`src/sv/mkdr_pkg.sv`:
```
package mkdr_pkg;

  localparam int TIMER_W   = 16;
  localparam int CFG_IDX_W = 1;

  typedef logic [TIMER_W-1:0]   timer_t;
  typedef logic [CFG_IDX_W-1:0] cfg_idx_t;

  typedef enum logic [1:0] {
    EV_NONE   = 2'd0,
    EV_PRESS  = 2'd1,
    EV_REPEAT = 2'd2
  } ev_kind_t;

  localparam cfg_idx_t CFG_REPEAT_WAIT     = 1'b0;
  localparam cfg_idx_t CFG_REPEAT_INTERVAL = 1'b1;

  localparam timer_t REPEAT_WAIT_RESET     = 16'd100;
  localparam timer_t REPEAT_INTERVAL_RESET = 16'd20;

endpackage

```
`src/sv/matrix_keypad_debounce_repeat.sv`:
```
// channel  | signals                                   | direction
// ---------+-------------------------------------------+----------
// scan in  | in_valid, in_ready, key_levels            | in
// event out| out_valid, out_ready, event_kind,         | out
//          | key_index, pound_pressed                  |
// config   | cfg_valid, cfg_ready, cfg_index, cfg_data | in
//
// one scan item per cycle sustained while the result is not stalled; the result is registered:
// an input register, then one pass of column encode, compare and timer logic
// into the result register, where the keypad state is also updated.
// rst is synchronous; it clears valids, keypad history, timers and loads the
// register defaults. a stalled result holds both stages; config is always ready.
module matrix_keypad_debounce_repeat #(
  parameter int NUM_COLUMNS = 3,
  parameter int NUM_ROWS    = 4
) (
  input  logic                                     clk,
  input  logic                                     rst,
  input  logic                                     in_valid,
  output logic                                     in_ready,
  input  logic [NUM_COLUMNS*NUM_ROWS-1:0]          key_levels,
  output logic                                     out_valid,
  input  logic                                     out_ready,
  output logic [1:0]                               event_kind,
  output logic [((NUM_COLUMNS*NUM_ROWS > 1) ?
                 $clog2(NUM_COLUMNS*NUM_ROWS) : 1)-1:0] key_index,
  output logic                                     pound_pressed,
  input  logic                                     cfg_valid,
  output logic                                     cfg_ready,
  input  mkdr_pkg::cfg_idx_t                       cfg_index,
  input  mkdr_pkg::timer_t                         cfg_data
);
  import mkdr_pkg::*;

  localparam int NUM_KEYS = NUM_COLUMNS * NUM_ROWS;
  localparam int KEY_W    = (NUM_KEYS > 1) ? $clog2(NUM_KEYS) : 1;

  typedef logic [KEY_W-1:0]    key_t;
  typedef logic [NUM_ROWS-1:0] col_t;

  localparam key_t POUND_KEY = KEY_W'(NUM_KEYS - 1);

  // configuration
  timer_t repeat_wait_scans;
  timer_t repeat_interval_scans;

  // input register
  logic                in_held;
  logic [NUM_KEYS-1:0] levels;

  // keypad state
  col_t   last_cols [NUM_COLUMNS];
  col_t   held_cols [NUM_COLUMNS];
  logic   repeat_armed;
  key_t   saved_key;
  timer_t wait_timer;
  timer_t interval_timer;

  // next values
  col_t     cur_cols [NUM_COLUMNS];
  col_t     held_cols_next [NUM_COLUMNS];
  logic     repeat_armed_next;
  key_t     saved_key_next;
  timer_t   wait_timer_next;
  timer_t   interval_timer_next;
  ev_kind_t kind_next;
  key_t     key_next;
  logic     pound_next;

  logic   advance;
  logic   qualifies;
  logic   found;
  key_t   rise_key;
  timer_t wait_dec;
  timer_t interval_dec;

  assign advance   = !out_valid || out_ready;
  assign in_ready  = !in_held || advance;
  assign cfg_ready = 1'b1;

  always_comb begin
    // bottom-most pressed row of each column, one-hot by row index
    for (int c = 0; c < NUM_COLUMNS; c++) begin
      cur_cols[c] = '0;
      for (int r = 0; r < NUM_ROWS; r++) begin
        if (levels[c*NUM_ROWS + r]) begin
          cur_cols[c] = col_t'(1) << r;
        end
      end
    end

    qualifies = 1'b0;
    for (int c = 0; c < NUM_COLUMNS; c++) begin
      if (cur_cols[c] != '0 && cur_cols[c] == last_cols[c]) begin
        qualifies = 1'b1;
      end
    end

    // first newly pressed key in column-major order
    found    = 1'b0;
    rise_key = '0;
    for (int c = 0; c < NUM_COLUMNS; c++) begin
      for (int r = 0; r < NUM_ROWS; r++) begin
        if (!found && cur_cols[c][r] && !held_cols[c][r]) begin
          found    = 1'b1;
          rise_key = KEY_W'(c*NUM_ROWS + r);
        end
      end
    end

    wait_dec     = (wait_timer != '0) ? wait_timer - 1'b1 : wait_timer;
    interval_dec = (interval_timer != '0) ? interval_timer - 1'b1 : interval_timer;

    repeat_armed_next   = repeat_armed;
    saved_key_next      = saved_key;
    wait_timer_next     = wait_dec;
    interval_timer_next = interval_dec;
    kind_next           = EV_NONE;
    key_next            = '0;
    pound_next          = 1'b0;

    if (qualifies) begin
      for (int c = 0; c < NUM_COLUMNS; c++) begin
        held_cols_next[c] = cur_cols[c];
      end
      if (found) begin
        kind_next         = EV_PRESS;
        key_next          = rise_key;
        pound_next        = (rise_key == POUND_KEY);
        saved_key_next    = rise_key;
        repeat_armed_next = 1'b1;
        wait_timer_next   = repeat_wait_scans;
      end else if (repeat_armed && wait_dec == '0 && interval_dec == '0) begin
        kind_next           = EV_REPEAT;
        key_next            = saved_key;
        interval_timer_next = repeat_interval_scans;
      end
    end else begin
      for (int c = 0; c < NUM_COLUMNS; c++) begin
        held_cols_next[c] = '0;
      end
      repeat_armed_next   = 1'b0;
      interval_timer_next = '0;
    end
  end

  always_ff @(posedge clk) begin
    if (rst) begin
      repeat_wait_scans     <= REPEAT_WAIT_RESET;
      repeat_interval_scans <= REPEAT_INTERVAL_RESET;
    end else if (cfg_valid) begin
      unique case (cfg_index)
        CFG_REPEAT_WAIT:     repeat_wait_scans     <= cfg_data;
        CFG_REPEAT_INTERVAL: repeat_interval_scans <= cfg_data;
        default: ;
      endcase
    end
  end

  always_ff @(posedge clk) begin
    if (rst) begin
      in_held <= 1'b0;
    end else if (in_ready) begin
      in_held <= in_valid;
    end
    if (in_ready && in_valid) begin
      levels <= key_levels;
    end
  end

  always_ff @(posedge clk) begin
    if (rst) begin
      out_valid      <= 1'b0;
      repeat_armed   <= 1'b0;
      saved_key      <= '0;
      wait_timer     <= '0;
      interval_timer <= '0;
      for (int c = 0; c < NUM_COLUMNS; c++) begin
        last_cols[c] <= '0;
        held_cols[c] <= '0;
      end
    end else if (advance) begin
      out_valid <= in_held;
      if (in_held) begin
        repeat_armed   <= repeat_armed_next;
        saved_key      <= saved_key_next;
        wait_timer     <= wait_timer_next;
        interval_timer <= interval_timer_next;
        for (int c = 0; c < NUM_COLUMNS; c++) begin
          last_cols[c] <= cur_cols[c];
          held_cols[c] <= held_cols_next[c];
        end
      end
    end
  end

  always_ff @(posedge clk) begin
    if (advance && in_held) begin
      event_kind    <= kind_next;
      key_index     <= key_next;
      pound_pressed <= pound_next;
    end
  end

endmodule
```
`config.mk`:
```
export PLATFORM = sky130hd
export DESIGN_NAME = matrix_keypad_debounce_repeat
export DESIGN_NICKNAME = d
export VERILOG_FILES = /design/src/sv/mkdr_pkg.sv /design/src/sv/matrix_keypad_debounce_repeat.sv
export SDC_FILE = /design/constraint.sdc
export NUM_CORES = 1
export LEC_CHECK = 0
export BUFFER_PORTS_ARGS = -buffer_cell sky130_fd_sc_hd__buf_2
export CORE_MARGIN = 1.5
export CORE_UTILIZATION = 55
export DETAILED_ROUTE_END_ITERATION = 10
export HOLD_SLACK_MARGIN = 0.15
export PLACE_DENSITY = 0.71
export SKIP_LAST_GASP = 1
export SYNTH_ARGS = -nofsm -noshare
export SYNTH_HDL_FRONTEND = slang
export SYNTH_SLANG_ARGS = --single-unit
```
`constraint.sdc`:
```
create_clock -name clk -period 3 [get_ports clk]
set_input_delay 0.3 -clock clk [delete_from_list [all_inputs] [get_ports clk]]
set_output_delay 0.3 -clock clk [all_outputs]
set_load 0.05 [all_outputs]
```
==> impl_metrics.yaml, run 1 <==
synth:
  syn-cell-area_mm2: 0.00596
  synth_most_common_cell: "nand2_1"
  synthTopCellsByCount: "nand2_1, dfxtp_1, nor2_1, a21oi_1, edfxtp_1"
  synth_top_area_share_pct: 23.9
  ys_top_cells_by_area: "dfxtp_1, edfxtp_1, nand2_1"
  ys_types: 72
  synth_top_family_by_area: "simple AND/OR/NAND/NOR gates"
  synthFlopType: "dfxtp_1"
  synth-compound-area-share_pct: 19.0
  synth_seq_area_share_pct: 45.5
  synth-simple-area-share_pct: 25.7
  synthCells: 679
  yosys.area_share.adder_pct: 0.630
  synth-xor-area-share_pct: 0.441
  ys_ff_latch: 114
  yosys.area.top_type: "dfxtp_1"
  avgSynthCellArea_um2: 8.77
  syn_nets: 716
  synth_edf_count: 43
  yosysWarnings: 0
  synthArstFlopShare_pct: 0
  muxShareOfSynthArea_pct: 3.36
detailed_routing:
  drcViolationCount: 0
  ant_nets: 0
  finalWirelength_um: 16500
  routedWlPerCell_um: 18.1
  drtIter0Drc: 494
  dr.pass1.iters: 5
  drt-vias-per-instance: 6.08
  vias: 5544
min_path:
  hold_end: "repeat_wait_scans[9]"
  hold_class: "primary input to flop"
  min_path_cells: 4
  min_from: "cfg_index"
die:
  start_util_pct: 57.2
  coreArea_mm2: 0.0104
  boundaryPins: 44
  core.rowCount: 37
  fp.dieH_um: 107
  dieArea_mm2: 0.0115
  die_w_um: 107
placement:
  gp_congestion: 0.938
  portBuffers: 42
  dp_hpwl_um: 11400
  post-place-ws_ns: 0.0444
timing:
  period_share_pct: 95.6
  maxSlewViolCount: 0
  fmax_ghz: 0.349
  slew_headroom_pct: 26.9
  clock_skew_ns: 0.00547
  hold_violations: 0
  worst_pin_slew_ns: 1.09
  report.final.setup_viol: 0
  hold_slack_ns: 0.305
  rsz0062_at_grt: "true"
  fin_ws_ns: 0.131
  fin_crit_ns: 2.87
power_and_ir_drop:
  net-switching-power_uw: 1520
  max-vdd-ir-drop_mv: 0.543
  pwr-share-comb_pct: 24.4
  power.internal_uw: 3540
  leakagePower_uw: 0.00292
  p_per_area_mw_per_mm2: 687
  switching_share_pct: 30.0
  seq_power_share_pct: 35.6
  p_clk_share_pct: 40.0
layout:
  synthToLayoutAreaGrowth_pct: 23.6
  drive_gt1_share_pct: 18.9
  finalNetCount: 800
  n_antenna_cell: 0
worst_setup_path:
  slowest_delay_ns: 0.45
  cp_data_required_time_ns: 3.45
  reg2regPathDepth: 9
  timing.rr.start: "wait_timer[0]"
  path_cells: "inv_1, ha_2, or3b_4, a2111oi_1, o211ai_1, nor4_1, nand4_2, buf_12, o21ai_0"
  cp_top_family: "simple AND/OR/NAND/NOR gates"
  cp-end-kind: "flop"
  timing.rr.end: "interval_timer[4]"
  critPathMaxFanout: 15
  setup.worst_path.start_class: "flop"
  cp_data_arrival_time_ns: 3.32
  criticalPathCategory: "flop to flop"
  cpMaxStageDelayCell: "a2111oi_1"
  path_buf_inv: 2
  reg2reg_slack_ns: 0.13
status:
  run_status: "completed"
clocking:
  numCtsBuffers: 17
  cts_tree: "done"
  cts-root-buf: "clkbuf_8"
  path_clk_slew_ns: 0.06
  cts_htree_levels: 4
  insertion_delay_ns: 0.53
  numClockSinks: 114
  clockBufferDepth: 2
global_route:
  groute.usage.overall_pct: 30.7
  antenna_found_initial: 0
  grt_overflow: 0
  grt_max_degree: 56
  grt_pass1_vias: 5336
  grt_pass1_wl_um: 26900
job:
  maxCapViolations: 0
## registers in the layout (all words and copies together), names as in the netlist
name                   count
out_valid                  1
repeat_interval_scans     16
repeat_armed               1
repeat_wait_scans         16
in_held                    1
held_cols                 12
event_kind                 2
pound_pressed              1
last_cols                 12
wait_timer                16
saved_key                  4
key_index                  4
levels                    12
interval_timer            16
## kinds of logic (layout without fill, tap and decap cells)
logic type,Yosys count,after routing
compound gates,167,167
xor+xnor,3,3
fa+ha+maj,3,3
buf+inv,74,171
flops,114,114
mux,20,20
other cells,1,1
simple gates,297,297
## worst max-delay path by stage
stage	end	depth (start not counted)	startpoint
3_5_place_dp	key_index[3]	9	wait_timer[0]
6_report	interval_timer[4]	9	wait_timer[0]
2_1_floorplan	last_cols[0][5]	9	out_valid
5_1_grt	interval_timer[4]	9	wait_timer[0]
4_1_cts	key_index[3]	9	wait_timer[0]
3_3_place_gp	key_index[3]	9	wait_timer[0]
## layout by cell type, fill, tap and decap left out, types with 19 or more instances in the layout
master and n:
a21oi_1 56, nor3_1 19, buf_2 42, mux2i_1 20
inv_1 32, nand2_1 103, dfxtp_1 71, dlygate4sd3_1 31
nor2_1 61, edfxtp_1 43, o21ai_0 23, buf_4 31
## per-layer routing
| metal | track usage (%) | share of wire [%] | up-vias |
|---|---|---|---|
| li1 | - | - | 2646 |
| met1 | 37.9 | 42 | 2626 |
| met2 | 51.1 | 49 | 242 |
| met3 | 7.48 | 7.0 | 30 |
| met4 | 13.3 | 2.7 | 0 |
| met5 | 0 | 0 | - |
## timing repair
item	4_1_cts	5_1_grt
hold buffers	31	0
buffers inserted	0	1
gates resized for setup	0	8
setup endpoints to repair	0	20
hold endpoints to repair	46	0
## area by class of cell
cell class | count | area (µm²)
well taps | 136 | 170
fillers | 812 | 3060
flip-flops and latches | 114 | 2710
inverters | 34 | 128
repair buffers | 105 | 773
multi-input cells | 491 | 2970
clock buffers | 23 | 509
clock inverters | 9 | 97.6
## worst register-to-register path, cell delays in order (launching register included)
cell and delay (ns):
dfxtp_1 0.35, inv_1 0.14, ha_2 0.24, or3b_4 0.44, a2111oi_1 0.45, o211ai_1 0.20
nor4_1 0.42, nand4_2 0.20, buf_12 0.21, o21ai_0 0.14
## power by group through the flow
stage / clock network, µW / logic, µW / registers [µW]
after floorplan: 0 / 785 / 1810
after global placement: 0 / 1100 / 1820
after detailed placement: 0 / 1110 / 1820
after CTS: 2050 / 1160 / 1790
after global routing: 2110 / 1360 / 1810
final: 2020 / 1230 / 1800
## metrics by stage
stage               std cells  TNS (ns)  cell area (µm²)  power [µW]  utilization (%)
floorplan                 679         0             5960        2590                -
global route              912    -0.293             7360        5280             70.7
global placement          848         0             6400        2920             61.4
detailed placement        848         0             6400        2930             61.4
CTS                       911         0             7320        5000             70.2
finish                    912         0             7360        5060             70.7
No activity file was read; power rests on OpenSTA's default activity.
==> run 2: changes to the inputs <==
--- a/config.mk
+++ b/config.mk
@@ -11,6 +11,7 @@
 export DETAILED_ROUTE_END_ITERATION = 10
 export HOLD_SLACK_MARGIN = 0.15
 export PLACE_DENSITY = 0.71
+export REMOVE_ABC_BUFFERS = 1
 export SKIP_LAST_GASP = 1
 export SYNTH_ARGS = -nofsm -noshare
 export SYNTH_HDL_FRONTEND = slang
==> impl_metrics.yaml, run 2 (synthesis gave the netlist of run 1 again) <==
clocking:
  cts-root-buf: "clkbuf_8"
  cts_tree: "done"
  clockBufferDepth: 2
  numClockSinks: 114
  path_clk_slew_ns: 0.06
  numCtsBuffers: 17
  cts_htree_levels: 4
  insertion_delay_ns: 0.53
die:
  fp.dieH_um: 107
  boundaryPins: 44
  coreArea_mm2: 0.0104
  die_w_um: 107
  core.rowCount: 37
  dieArea_mm2: 0.0115
  start_util_pct: 57.2
power_and_ir_drop:
  p_total_uw: 5000
  power.internal_uw: 3440
  pwr-share-comb_pct: 24.8
  switching_share_pct: 31.2
  max-vdd-ir-drop_mv: 0.538
  p_clk_share_pct: 39.5
  p_per_area_mw_per_mm2: 679
  seq_power_share_pct: 35.7
  net-switching-power_uw: 1560
  leakagePower_uw: 0.00293
detailed_routing:
  drtIter0Drc: 452
  finalWirelength_um: 17100
  vias: 5610
  drcViolationCount: 0
  ant_nets: 0
  routedWlPerCell_um: 18.7
  drt-vias-per-instance: 6.11
  dr.pass1.iters: 8
worst_setup_path:
  path_cells: "nor3_4, nand3_1, buf_4, o31ai_1, buf_4, nand4_1, nor4_4, nand4_2, buf_4, o21ai_0"
  cpMaxStageDelayCell: "nor3_4"
  timing.rr.end: "interval_timer[1]"
  timing.rr.start: "interval_timer[3]"
  slowest_delay_ns: 0.44
  cp_data_required_time_ns: 3.45
  path_buf_inv: 3
  reg2reg_slack_ns: 0.17
  criticalPathCategory: "flop to flop"
  cp_top_family: "simple AND/OR/NAND/NOR gates"
  cp-end-kind: "flop"
  reg2regPathDepth: 10
  path_common_cell: "buf_4"
  critPathMaxFanout: 15
  setup.worst_path.start_class: "flop"
  cp_data_arrival_time_ns: 3.29
timing:
  slew_headroom_pct: 25.8
  fin_crit_ns: 2.83
  maxSlewViolCount: 0
  fmax_ghz: 0.353
  fin_ws_ns: 0.166
  tns_ns: 0
  report.final.setup_viol: 0
  hold_violations: 0
  worst_pin_slew_ns: 1.11
  clock_skew_ns: 0.00745
  period_share_pct: 94.5
  hold_slack_ns: 0.283
  rsz0062_at_grt: "false"
global_route:
  grt_pass1_vias: 5255
  grt_pass1_wl_um: 27100
  grt_max_degree: 49
  antenna_found_initial: 1
  groute.usage.overall_pct: 31.4
  grt_overflow: 0
layout:
  layout.cells.non_filler: 918
  synthToLayoutAreaGrowth_pct: 23.6
  finalNetCount: 805
  final_cell_mix: "nand2_1, dfxtp_1, nor2_1, a21oi_1, edfxtp_1"
  final_common_cell: "nand2_1"
  drive_gt1_share_pct: 19.1
placement:
  post-place-ws_ns: 0.142
  dp_hpwl_um: 11700
  gp_congestion: 0.934
  place_inst: 853
  portBuffers: 42
job:
  maxCapViolations: 0
min_path:
  hold_end: "repeat_wait_scans[0]"
  min_path_cells: 5
  min_from: "cfg_index"
  hold_class: "primary input to flop"
status:
  run_status: "completed"
[run 2: stage by stage]
step | instance area (µm²) | utilization (%)
2_1_floorplan | 5770 | -
3_3_place_gp | 6440 | 61.8
3_5_place_dp | 6440 | 61.8
4_1_cts | 7330 | 70.4
5_1_grt | 7360 | 70.7
6_report | 7360 | 70.7
[run 2: worst max-delay path by stage]
stage | depth (start not counted) | slack, ns | end | start
floorplan | 8 | -0.42 | interval_timer[3] | out_valid
global placement | 9 | 0.23 | key_index[3] | wait_timer[0]
detailed placement | 9 | 0.14 | key_index[1] | wait_timer[0]
CTS | 9 | 0.11 | key_index[1] | wait_timer[0]
global route | 8 | 0.03 | interval_timer[4] | wait_timer[6]
finish | 10 | 0.17 | interval_timer[1] | interval_timer[3]
[run 2: power by group through the flow]
stage	Sequential (µW)	Combinational, µW	Clock, µW
after floorplan	1820	735	0
after global placement	1810	1140	0
after detailed placement	1810	1150	0
after CTS	1780	1200	1990
after global routing	1790	1350	2050
final	1780	1240	1970
[run 2: area by class of cell]
type	instances	area [µm²]
inverter	34	128
antenna	1	2.50
fill	838	3050
clock buffer	22	494
clock inverter	10	93.8
sequential	114	2710
tap	136	170
timing repair buffer	110	811
multi-input combinational	491	2950
[run 2: worst register-to-register path: stages (launching register included)]
cell     delay [ns]
dfxtp_1        0.42
nor3_4         0.44
nand3_1        0.21
buf_4          0.20
o31ai_1        0.41
buf_4          0.19
nand4_1        0.13
nor4_4         0.21
nand4_2        0.14
buf_4          0.23
o21ai_0        0.17
[run 2: routing by layer]
layer / wire length, µm / track usage [%]
met1: 7430 / 43.1
met2: 7830 / 48.6
met3: 1450 / 7.17
met4: 420 / 11.3
met5: 0 / 0
[run 2: what timing repair did]
item | in CTS | in global routing
endpoints found under the hold margin | 51 | 0
setup buffers | 0 | 1
hold buffers | 31 | 0
gates resized for setup | 0 | 3
endpoints found under the setup margin | 0 | 11
==> run 3: changes to the inputs <==
--- a/config.mk
+++ b/config.mk
@@ -6,6 +6,7 @@
 export NUM_CORES = 1
 export LEC_CHECK = 0
 export BUFFER_PORTS_ARGS = -buffer_cell sky130_fd_sc_hd__buf_2
+export CORE_ASPECT_RATIO = 0.7
 export CORE_MARGIN = 1.5
 export CORE_UTILIZATION = 55
 export DETAILED_ROUTE_END_ITERATION = 10
==> impl_metrics.yaml, run 3 (synthesis gave the netlist of run 1 again) <==
placement:
  portBuffers: 42
  gp_congestion: 0.936
  dp_hpwl_um: 11700
  place_inst: 839
  postPlaceCellArea_mm2: 0.00636
worst_setup_path:
  critPathMaxFanout: 15
  criticalPathCategory: "flop to flop"
  slowest_delay_ns: 0.44
  cp_data_required_time_ns: 3.35
  setup.worst_path.start_class: "flop"
  path_cells: "inv_1, ha_2, or3b_4, nor4_4, mux2i_1, buf_4, nand4_1, nor4_4, nand4_2, buf_4, o21ai_0"
  cpMaxStageDelayCell: "or3b_4"
  cp_data_arrival_time_ns: 3.20
  cp-end-kind: "flop"
  path_buf_inv: 3
  cp_top_family: "simple AND/OR/NAND/NOR gates"
clocking:
  clockBufferDepth: 2
  cts-root-buf: "clkbuf_16"
  insertion_delay_ns: 0.42
  numCtsBuffers: 17
  path_clk_slew_ns: 0.06
  cts_htree_levels: 4
  numClockSinks: 114
  cts_tree: "done"
die:
  fp.dieH_um: 90.1
  core.rowCount: 31
  die_w_um: 127
  coreArea_mm2: 0.0104
  boundaryPins: 44
  dieArea_mm2: 0.0115
  start_util_pct: 57.1
job:
  maxCapViolations: 0
layout:
  design_area_mm2: 0.00727
  drive_gt1_share_pct: 18.6
  multi_input_area_mm2: 0.00298
  n_antenna_cell: 0
  final_cell_mix: "nand2_1, dfxtp_1, nor2_1, a21oi_1, edfxtp_1"
  synthToLayoutAreaGrowth_pct: 22.1
  register_area_mm2: 0.00271
  fillers: 824
  layout.cells.non_filler: 901
  final_common_cell: "nand2_1"
  finalNetCount: 793
detailed_routing:
  drt-vias-per-instance: 6.14
  drcViolationCount: 0
  routedWlPerCell_um: 18.8
  vias: 5533
  finalWirelength_um: 16900
  ant_nets: 0
  drtIter0Drc: 659
  dr.pass1.iters: 6
timing:
  report.final.setup_viol: 0
  fin_crit_ns: 2.86
  tns_ns: 0
  period_share_pct: 95.2
  fmax_ghz: 0.350
  hold_violations: 0
  slew_headroom_pct: 26.3
  rsz0062_at_grt: "true"
  maxSlewViolCount: 0
  worst_pin_slew_ns: 1.10
  clock_skew_ns: 0.00965
  hold_slack_ns: 0.174
global_route:
  grt_pass1_vias: 5189
  groute.usage.overall_pct: 30.6
  grt_max_degree: 36
  antenna_found_initial: 0
  grt_pass1_wl_um: 26900
  grt_overflow: 0
power_and_ir_drop:
  p_per_area_mw_per_mm2: 688
  leakagePower_uw: 0.00287
  p_total_uw: 5000
  max-vdd-ir-drop_mv: 0.382
min_path:
  hold_class: "primary input to flop"
status:
  run_status: "completed"
[run 3: changes by cell type in the layout (fill, tap and decap cells not counted), sizes merged]
cell	delta
diode	-1
clkbuf	-5
clkinvlp	+1
dlygate4sd3	-2
inv	+5
buf	-10
clkinv	-1
[run 3: worst paths after layout]
check / start / endpoint / slack (ns) / cells past startpoint
setup / recovery: wait_timer[0] / interval_timer[2] / 0.14 / 11
hold / removal: out_ready / out_valid / 0.17 / 4
setup reg to reg: wait_timer[0] / interval_timer[2] / 0.14 / 11
hold reg to reg: repeat_interval_scans[14] / repeat_interval_scans[14] / 0.46 / 2
[run 3: layer usage]
| metal | vias up | GRT usage, % | routed length, µm |
|---|---|---|---|
| met1 | 2633 | 46.5 | 7860 |
| met3 | 23 | 8.21 | 1670 |
| met4 | 0 | 7.01 | 165 |
| li1 | 2624 | - | - |
| met5 | - | 0 | 0 |
| met2 | 253 | 43.2 | 7200 |
[run 3: what timing repair did]
action | 4_1_cts | 5_1_grt
hold buffers | 29 | 0
resized for setup | 0 | 10
buffers inserted | 0 | 1
setup endpoints to repair | 0 | 22
endpoints found under the hold margin | 44 | 0
[run 3: cell type report]
class | count | share of cell area (%)
Clock buffer | 17 | 5.85
Sequential cell | 114 | 37.3
Multi-Input combinational cell | 491 | 41.0
Timing Repair Buffer | 98 | 9.84
Inverter | 34 | 1.75
Clock inverter | 15 | 2.01
Tap cell | 132 | 2.27
[run 3: metrics by stage]
stage / setup WS (ns) / utilization (%)
global route: -0.0274 / 69.7
floorplan: -0.417 / -
global placement: 0.200 / 60.9
detailed placement: 0.120 / 60.9
CTS: 0.0744 / 69.2
finish: 0.144 / 69.7
[run 3: report_power, final]
group,switching (µW),internal (µW)
clock,806,1160
sequential,101,1710
combinational,730,498
total,1640,3370
[run 3: worst reg2reg max path: cells and delay by family (launching register included)]
kind,cells,cell delay (ns)
compound gates,1,0.16
fa+ha+maj,1,0.25
buf+inv,3,0.52
flops,1,0.34
mux,1,0.28
simple gates,5,1.23
